--- src/rtl/uasr_pkg.sv ---
// ----------------------------------------------------------------------------
// uasr_pkg
// Shared constants, result codes and types of the ustar stream reader.
// ----------------------------------------------------------------------------
package uasr_pkg;

    // archive block geometry
    localparam int BLOCK_BYTES = 512;
    localparam int OFF_W       = $clog2(BLOCK_BYTES);

    // header field offsets
    localparam int SUM_START   = 148;
    localparam int SUM_END     = 156;
    localparam int SIZE_START  = 124;
    localparam int SIZE_END    = 136;
    localparam int TYPE_OFF    = 156;
    localparam int NAME_BYTES  = 100;

    // field widths
    localparam int HSUM_W      = 17;
    localparam int CSUM_W      = 24;
    localparam int SIZE_W      = 36;
    localparam int REGION_W    = SIZE_W + 1;

    // characters
    localparam logic [7:0] CH_SPACE = 8'h20;
    localparam logic [7:0] CH_DIR   = 8'h35;
    localparam logic [7:0] CH_DOT   = 8'h2E;
    localparam logic [7:0] CH_SLASH = 8'h2F;
    localparam logic [7:0] CH_ZERO  = 8'h30;

    // input function codes
    localparam logic FN_BYTE = 1'b0;
    localparam logic FN_END  = 1'b1;

    // result kinds
    typedef logic [2:0] t_kind;
    localparam t_kind K_PAYLOAD = 3'd0;
    localparam t_kind K_HEADER  = 3'd1;
    localparam t_kind K_CLEAN   = 3'd2;
    localparam t_kind K_TRUNC   = 3'd3;
    localparam t_kind K_BADSUM  = 3'd4;

    // header accumulator status, values include the byte now being taken
    typedef struct packed {
        logic              offset_zero;
        logic              last_byte;
        logic              nonzero;
        logic              sum_ok;
        logic [SIZE_W-1:0] size;
        logic [7:0]        type_byte;
        logic              unsafe;
    } t_hdr_status;

endpackage

--- src/rtl/uasr_hdr_acc.sv ---
// ----------------------------------------------------------------------------
// uasr_hdr_acc
// Per-byte header accumulation: checksum sum, octal checksum and size
// fields, type byte, zero-block flag and name safety. Clears itself after
// the last byte of the header block.
// ----------------------------------------------------------------------------
module uasr_hdr_acc (
    input  logic                 i_clk,
    input  logic                 i_rst_n,
    input  logic                 i_step,
    input  logic [7:0]           i_byte,
    output uasr_pkg::t_hdr_status o_status
);
    import uasr_pkg::*;

    logic [OFF_W-1:0]  r_offset,  n_offset;
    logic [HSUM_W-1:0] r_sum,     n_sum;
    logic [CSUM_W-1:0] r_stored,  n_stored;
    logic              r_stored_open, n_stored_open;
    logic [SIZE_W-1:0] r_size,    n_size;
    logic              r_size_open,   n_size_open;
    logic [7:0]        r_type,    n_type;
    logic              r_nonzero, n_nonzero;
    logic              r_ended,   n_ended;
    logic              r_prevdot, n_prevdot;
    logic              r_unsafe,  n_unsafe;

    logic       w_octal;
    logic [2:0] w_digit;
    logic       w_in_sum;
    logic       w_in_size;
    logic       w_first;
    logic       w_last;

    assign w_octal   = (i_byte[7:3] == CH_ZERO[7:3]);
    assign w_digit   = i_byte[2:0];
    assign w_in_sum  = (r_offset >= OFF_W'(SUM_START)) && (r_offset < OFF_W'(SUM_END));
    assign w_in_size = (r_offset >= OFF_W'(SIZE_START)) && (r_offset < OFF_W'(SIZE_END));
    assign w_first   = (r_offset == '0);
    assign w_last    = (r_offset == OFF_W'(BLOCK_BYTES - 1));

    // next header values for the current byte
    always_comb begin
        n_offset      = r_offset + OFF_W'(1);
        n_sum         = r_sum;
        n_stored      = r_stored;
        n_stored_open = r_stored_open;
        n_size        = r_size;
        n_size_open   = r_size_open;
        n_type        = r_type;
        n_nonzero     = r_nonzero | (i_byte != 8'h00);
        n_ended       = r_ended;
        n_prevdot     = r_prevdot;
        n_unsafe      = r_unsafe;

        // checksum field counts as spaces
        if (w_in_sum) begin
            n_sum = r_sum + HSUM_W'(CH_SPACE);
            if (r_stored_open) begin
                if (w_octal) begin
                    n_stored = {r_stored[CSUM_W-4:0], w_digit};
                end else begin
                    n_stored_open = 1'b0;
                end
            end
        end else begin
            n_sum = r_sum + HSUM_W'(i_byte);
        end

        // octal size field
        if (w_in_size && r_size_open) begin
            if (w_octal) begin
                n_size = {r_size[SIZE_W-4:0], w_digit};
            end else begin
                n_size_open = 1'b0;
            end
        end

        if (r_offset == OFF_W'(TYPE_OFF)) begin
            n_type = i_byte;
        end

        // name safety up to the first nul
        if ((r_offset < OFF_W'(NAME_BYTES)) && !r_ended) begin
            if (i_byte == 8'h00) begin
                n_ended = 1'b1;
                if (w_first) begin
                    n_unsafe = 1'b1;
                end
            end else begin
                if (w_first && (i_byte == CH_SLASH)) begin
                    n_unsafe = 1'b1;
                end
                if (i_byte == CH_DOT) begin
                    if (r_prevdot) begin
                        n_unsafe = 1'b1;
                    end
                    n_prevdot = 1'b1;
                end else begin
                    n_prevdot = 1'b0;
                end
            end
        end
    end

    // status seen by the control logic
    assign o_status.offset_zero = w_first;
    assign o_status.last_byte   = w_last;
    assign o_status.nonzero     = n_nonzero;
    assign o_status.sum_ok      = ({{(CSUM_W-HSUM_W){1'b0}}, n_sum} == n_stored);
    assign o_status.size        = n_size;
    assign o_status.type_byte   = n_type;
    assign o_status.unsafe      = n_unsafe;

    // header registers, cleared after the last byte of the block
    always_ff @(posedge i_clk) begin
        if (!i_rst_n || (i_step && w_last)) begin
            r_offset      <= '0;
            r_sum         <= '0;
            r_stored      <= '0;
            r_stored_open <= 1'b1;
            r_size        <= '0;
            r_size_open   <= 1'b1;
            r_type        <= '0;
            r_nonzero     <= 1'b0;
            r_ended       <= 1'b0;
            r_prevdot     <= 1'b0;
            r_unsafe      <= 1'b0;
        end else if (i_step) begin
            r_offset      <= n_offset;
            r_sum         <= n_sum;
            r_stored      <= n_stored;
            r_stored_open <= n_stored_open;
            r_size        <= n_size;
            r_size_open   <= n_size_open;
            r_type        <= n_type;
            r_nonzero     <= n_nonzero;
            r_ended       <= n_ended;
            r_prevdot     <= n_prevdot;
            r_unsafe      <= n_unsafe;
        end
    end

endmodule

--- src/rtl/ustar_archive_stream_reader_core.sv ---
// ----------------------------------------------------------------------------
// ustar_archive_stream_reader_core
// Byte-stream ustar archive reader: header checks and payload streaming.
// ----------------------------------------------------------------------------
// One archive byte (or an end-of-input marker) is taken per cycle and passes
// an input register, the header/data logic and a result register, so the
// sustained rate is one transaction per cycle; only a stalled result register
// holds the input side back, after the input register
// has filled. Each 512-byte header yields one result: header
// accepted, clean end on an all-zero block, or bad checksum. Payload bytes
// follow when extracting, with block padding, directories and unsafe names
// dropped; list_only suppresses all payload. After any end or error result
// the reader stays stopped until reset.
module ustar_archive_stream_reader_core (
    input  logic                        i_clk,
    input  logic                        i_rst_n,
    // configuration
    input  logic                        i_cfg_wr_en,
    input  logic                        i_cfg_wr_data,
    // archive input
    input  logic                        i_in_valid,
    output logic                        o_in_ready,
    input  logic                        i_func,
    input  logic [7:0]                  i_byte_value,
    // results
    output logic                        o_out_valid,
    input  logic                        i_out_ready,
    output logic [2:0]                  o_result_kind,
    output logic [7:0]                  o_payload_byte,
    output logic                        o_last_payload,
    output logic [uasr_pkg::SIZE_W-1:0] o_entry_size,
    output logic [7:0]                  o_entry_type,
    output logic                        o_name_unsafe
);
    import uasr_pkg::*;

    typedef enum logic [1:0] {
        PH_HEADER,
        PH_DATA,
        PH_STOPPED
    } t_phase;

    t_phase              r_phase;
    logic                r_list_only;
    logic                r_in_valid;
    logic                r_in_func;
    logic [7:0]          r_in_byte;
    logic [REGION_W-1:0] r_region;
    logic [SIZE_W-1:0]   r_payload;
    logic                r_skip;

    logic                r_out_valid;
    t_kind               r_kind;
    logic [7:0]          r_pbyte;
    logic                r_last;
    logic [SIZE_W-1:0]   r_size;
    logic [7:0]          r_type;
    logic                r_unsafe;

    logic                w_adv;
    logic                w_proc;
    logic                w_hdr_step;
    t_hdr_status         w_hdr;

    t_phase              n_phase;
    logic [REGION_W-1:0] n_region;
    logic [SIZE_W-1:0]   n_payload;
    logic                n_skip;
    logic                n_has;
    t_kind               n_kind;
    logic [7:0]          n_pbyte;
    logic                n_last;
    logic [SIZE_W-1:0]   n_size;
    logic [7:0]          n_type;
    logic                n_unsafe;
    logic [REGION_W-1:0] w_round;
    logic [REGION_W-1:0] w_region_dec;

    // pipeline flow
    assign w_adv      = !r_out_valid || i_out_ready;
    assign w_proc     = r_in_valid && w_adv;
    assign o_in_ready = !r_in_valid || w_adv;
    assign w_hdr_step = w_proc && (r_phase == PH_HEADER) && (r_in_func == FN_BYTE);

    uasr_hdr_acc u_hdr (
        .i_clk    (i_clk),
        .i_rst_n  (i_rst_n),
        .i_step   (w_hdr_step),
        .i_byte   (r_in_byte),
        .o_status (w_hdr)
    );

    assign w_round      = ({1'b0, w_hdr.size} + REGION_W'(BLOCK_BYTES - 1))
                          & ~REGION_W'(BLOCK_BYTES - 1);
    assign w_region_dec = r_region - REGION_W'(1);

    // per-transaction control and result selection
    always_comb begin
        n_phase   = r_phase;
        n_region  = r_region;
        n_payload = r_payload;
        n_skip    = r_skip;
        n_has     = 1'b0;
        n_kind    = K_PAYLOAD;
        n_pbyte   = '0;
        n_last    = 1'b0;
        n_size    = '0;
        n_type    = '0;
        n_unsafe  = 1'b0;

        if (r_phase != PH_STOPPED) begin
            if (r_in_func == FN_END) begin
                n_has   = 1'b1;
                n_phase = PH_STOPPED;
                if (r_phase == PH_HEADER) begin
                    n_kind = w_hdr.offset_zero ? K_CLEAN : K_TRUNC;
                end else begin
                    n_kind = r_list_only ? K_CLEAN : K_TRUNC;
                end
            end else if (r_phase == PH_HEADER) begin
                if (w_hdr.last_byte) begin
                    n_has = 1'b1;
                    if (!w_hdr.nonzero) begin
                        n_kind  = K_CLEAN;
                        n_phase = PH_STOPPED;
                    end else if (!w_hdr.sum_ok) begin
                        n_kind  = K_BADSUM;
                        n_phase = PH_STOPPED;
                    end else begin
                        n_kind    = K_HEADER;
                        n_size    = w_hdr.size;
                        n_type    = w_hdr.type_byte;
                        n_unsafe  = w_hdr.unsafe;
                        n_payload = w_hdr.size;
                        n_region  = w_round;
                        n_skip    = r_list_only || w_hdr.unsafe || (w_hdr.type_byte == CH_DIR);
                        n_phase   = (w_round != '0) ? PH_DATA : PH_HEADER;
                    end
                end
            end else begin
                // data region walk
                n_region = w_region_dec;
                if (!r_skip && (r_payload != '0)) begin
                    n_has     = 1'b1;
                    n_kind    = K_PAYLOAD;
                    n_pbyte   = r_in_byte;
                    n_payload = r_payload - SIZE_W'(1);
                    n_last    = (r_payload == SIZE_W'(1));
                end
                if (w_region_dec == '0) begin
                    n_phase   = PH_HEADER;
                    n_payload = '0;
                end
            end
        end
    end

    // state, input register and result register
    always_ff @(posedge i_clk) begin
        if (!i_rst_n) begin
            r_phase     <= PH_HEADER;
            r_list_only <= 1'b0;
            r_in_valid  <= 1'b0;
            r_region    <= '0;
            r_payload   <= '0;
            r_skip      <= 1'b0;
            r_out_valid <= 1'b0;
        end else begin
            if (i_cfg_wr_en) begin
                r_list_only <= i_cfg_wr_data;
            end
            if (o_in_ready) begin
                r_in_valid <= i_in_valid;
                r_in_func  <= i_func;
                r_in_byte  <= i_byte_value;
            end
            if (w_adv) begin
                r_out_valid <= w_proc && n_has;
            end
            if (w_proc) begin
                r_phase   <= n_phase;
                r_region  <= n_region;
                r_payload <= n_payload;
                r_skip    <= n_skip;
                if (n_has) begin
                    r_kind   <= n_kind;
                    r_pbyte  <= n_pbyte;
                    r_last   <= n_last;
                    r_size   <= n_size;
                    r_type   <= n_type;
                    r_unsafe <= n_unsafe;
                end
            end
        end
    end

    assign o_out_valid    = r_out_valid;
    assign o_result_kind  = r_kind;
    assign o_payload_byte = r_pbyte;
    assign o_last_payload = r_last;
    assign o_entry_size   = r_size;
    assign o_entry_type   = r_type;
    assign o_name_unsafe  = r_unsafe;

endmodule

--- config.mk ---
export PLATFORM = sky130hd
export DESIGN_NAME = ustar_archive_stream_reader_core
export DESIGN_NICKNAME = d
export VERILOG_FILES = /design/src/rtl/uasr_pkg.sv /design/src/rtl/uasr_hdr_acc.sv /design/src/rtl/ustar_archive_stream_reader_core.sv
export SDC_FILE = /design/constraint.sdc
export NUM_CORES = 1
export LEC_CHECK = 0
export ABC_AREA = 1
export BUFFER_PORTS_ARGS = -buffer_cell sky130_fd_sc_hd__buf_2
export CAP_MARGIN = 10
export CORE_MARGIN = 2
export CORE_UTILIZATION = 45
export CTS_CLUSTER_DIAMETER = 80
export CTS_CLUSTER_SIZE = 24
export DETAILED_ROUTE_END_ITERATION = 16
export PLACE_DENSITY = 0.61
export SKIP_CTS_REPAIR_TIMING = 1
export SLEW_MARGIN = 20
export SYNTH_ARGS = -nofsm -noshare
export SYNTH_HDL_FRONTEND = slang
export SYNTH_SLANG_ARGS = --single-unit
--- constraint.sdc ---
create_clock -name i_clk -period 6.4 [get_ports i_clk]
set_clock_uncertainty 0.15 [all_clocks]
set_input_delay 0.64 -clock i_clk [delete_from_list [all_inputs] [get_ports i_clk]]
set_output_delay 0.64 -clock i_clk [all_outputs]
set_load 0.005 [all_outputs]
==> flow_summary.json <==
{
  "min_period_over_period_pct": 76.8,
  "postLayoutCoreUtil_pct": 49.7,
  "yosysSeqAreaShare_pct": 35.2,
  "cts_buffers": 18,
  "hold_slack_ns": 0.123,
  "hold_class": "input port to register",
  "ant_nets": 0,
  "boundaryPins": 74,
  "gp_congestion": 0.934,
  "clk_latency_ns": 0.54,
  "cellLeakagePower_nw": 8.21,
  "syn_nets": 2543,
  "via_per_inst": 5.33,
  "cp-end-kind": "register",
  "outcome": "completed",
  "critPathMostFrequentCell": "nand2_1",
  "dieArea_sq_mm": 0.0367,
  "power.density_mw_per_mm2": 203,
  "num_rows": 68,
  "yosysWarningCount": 0,
  "wl_per_cell_um": 16.5,
  "areaGrowthSynthToFinish_pct": 8.59,
  "final_nets": 2553,
  "grt_remaining_overflow": 0,
  "core_sq_mm": 0.0345,
  "worstPathRequired_ns": 6.71,
  "fmax_mhz": 203,
  "dp_slack_ns": 1.65,
  "grt_pass1_vias": 14200,
  "drive_gt1_share_pct": 6.36,
  "critical_path_class": "register to register",
  "drt_iter0_drc": 1448,
  "drv_cap": 0,
  "start_util_pct": 45.8,
  "multi_input_area_sq_mm": 0.00877,
  "nFillCells": 3633,
  "antenna_found_initial": 0,
  "finalSetupTns_ns": 0,
  "setup_ws_ns": 1.48,
  "grt_max_degree": 79,
  "syn_inst": 2511,
  "die_y_um": 192,
  "die_w_um": 192,
  "ctsHtreeMaxLevel": 1,
  "rsz0062_at_grt": "no",
  "crit_arrival_ns": 5.22,
  "vdd_drop_max_v": 0.000192,
  "maxSlewViolCount": 0,
  "cts_root_buffer": "clkbuf_16",
  "final_common_cell": "nand2_1",
  "path_max_fanout": 39,
  "period_needed_ns": 4.92,
  "final_cells": 2988,
  "drtPass1Iterations": 5,
  "syn_area_sq_mm": 0.0158,
  "dpl.hpwl_um": 35400,
  "final-hold-violation-count": 0,
  "placedCellCount": 2956,
  "avgSynthCellArea_sq_um": 6.30,
  "routed_wl_um": 49400,
  "vias": 15900,
  "antenna_cells": 0,
  "ys_seq_elements": 245,
  "worst_slew_pin_slew_ns": 1.03,
  "cts.sinks": 245,
  "seq_area_sq_mm": 0.00557,
  "relSlewSlack_pct": 31.0,
  "cts_tree": "built",
  "drc": 0,
  "cp_slowest_cell": "o21bai_4",
  "io_buffers": 73,
  "cp-start-kind": "register",
  "yosysUniqueCellTypes": 41,
  "clockBufferDepth": 3,
  "clk_pin_slew_worst_paths_ns": 0.09,
  "setup_viol": 0,
  "slowest_delay_ns": 0.64,
  "layout_common_cells": "710 x nand2_1, 425 x nor2_1, 271 x inv_1, 179 x dfxtp_1, 178 x o21ai_0",
  "grtUsageTotal_pct": 26.9,
  "crit_chain": "inv_2 > nor2_1 > nand2_1 > nor2_1 > nand2_1 > buf_4 > inv_2 > nand2_1 > o21ai_1 > nand3b_1 > nand2_1 > nor2_1 > nand3_1 > nor2_2 > nand2_1 > o21bai_4 > buf_12 > nand2_2 > nand2_1 > nand2_1 > nor2_1",
  "grt_pass1_wl_um": 78400
}
-- per-stage QoR --
stage	total power [W]	area (sq um)
floorplan	0.00204	15800
global placement	0.00219	16500
detailed placement	0.00219	16500
CTS	0.00352	17200
global route	0.00364	17200
finish	0.00349	17200
-- cells in the mapped netlist --
cell / n / area (sq um)
a21bo_2: 1 / 10.0
a21o_1: 1 / 7.51
a21oi_1: 143 / 716
a21oi_2: 1 / 8.76
a31oi_1: 9 / 56.3
a32oi_1: 1 / 8.76
and2_1: 1 / 6.26
buf_1: 4 / 15.0
buf_2: 26 / 130
buf_4: 6 / 45.0
buf_6: 5 / 56.3
clkbuf_1: 66 / 248
clkinv_1: 1 / 3.75
dfxtp_1: 179 / 3580
edfxtp_1: 66 / 1980
fa_1: 1 / 20.0
ha_1: 16 / 200
inv_1: 271 / 1020
inv_2: 6 / 22.5
nand2_1: 710 / 2670
nand2_2: 3 / 18.8
nand3_1: 137 / 686
nand3_2: 2 / 20.0
nand3b_1: 47 / 353
nand4_1: 49 / 307
nor2_1: 428 / 1610
nor2_2: 4 / 25.0
nor3_1: 27 / 135
nor4_1: 9 / 56.3
o211ai_1: 13 / 97.6
o21a_1: 1 / 7.51
o21ai_0: 178 / 891
o21ai_1: 12 / 60.1
o21ai_2: 4 / 35.0
o21bai_1: 2 / 15.0
o21bai_2: 1 / 11.3
o221a_2: 1 / 11.3
o31ai_1: 1 / 7.51
or2_2: 3 / 18.8
xnor2_1: 21 / 184
xor2_1: 54 / 473
-- area by class of cell --
class	count	share of cell area, %
clock buffer	20	2.72
inverter	278	6.07
clock inverter	12	1.17
multi-input combinational	1881	51.1
tap	455	3.31
sequential	245	32.4
timing repair buffer	97	3.25
-- state kept, by name, summed over array words and instances (netlist names), 2 cells and up --
register,count
r_payload,36
u_hdr.r_offset,9
u_hdr.r_type,8
o_entry_type,8
o_entry_size,36
u_hdr.r_sum,17
o_payload_byte,8
u_hdr.r_size,36
o_result_kind,3
r_phase,2
u_hdr.r_stored,24
r_in_byte,8
r_region,37
-- logic make-up after synthesis --
logic type               after synthesis  share of synthesized area [%]
XOR/XNOR                              75                           4.15
AO/OA/AOI/OAI                        369                           12.3
flip-flops                           245                           35.2
buffers and inverters                385                           9.72
AND/OR/NAND/NOR                     1420                           37.3
adder cells (fa/ha/maj)               17                           1.39
-- critical path, delay by kind of cell (launching register included) --
| family | cells | cell delay (ns) |
|---|---|---|
| AND/OR/NAND/NOR | 15 | 2.19 |
| buffers and inverters | 4 | 0.91 |
| flip-flops | 1 | 0.45 |
| AO/OA/AOI/OAI | 2 | 1.08 |
-- final timing paths --
| kind | start | endpoint | slack, ns | cells after the start |
|---|---|---|---|---|
| max | u_hdr.r_offset[7] | r_payload[29] | 1.48 | 21 |
| min | i_byte_value[5] | r_in_byte[5] | 0.12 | 1 |
| max reg2reg | u_hdr.r_offset[7] | r_payload[29] | 1.48 | 21 |
| min reg2reg | u_hdr.r_nonzero | u_hdr.r_nonzero | 0.30 | 2 |
-- metal layers --
metal | vias to the layer above | track usage, % | share of wire, %
met5 | - | 0 | 0
met4 | 0 | 7.43 | 2.7
met3 | 65 | 2.24 | 6.1
met2 | 488 | 42.4 | 44
met1 | 7327 | 39.2 | 48
li1 | 8049 | - | -
-- power by group --
group | switching [W] | total (W) | internal (W)
registers | 0.0000376 | 0.00167 | 0.00163
logic | 0.000340 | 0.000491 | 0.000151
clock network | 0.000670 | 0.00133 | 0.000655
Note: power is estimated with default switching activity, not from simulation.
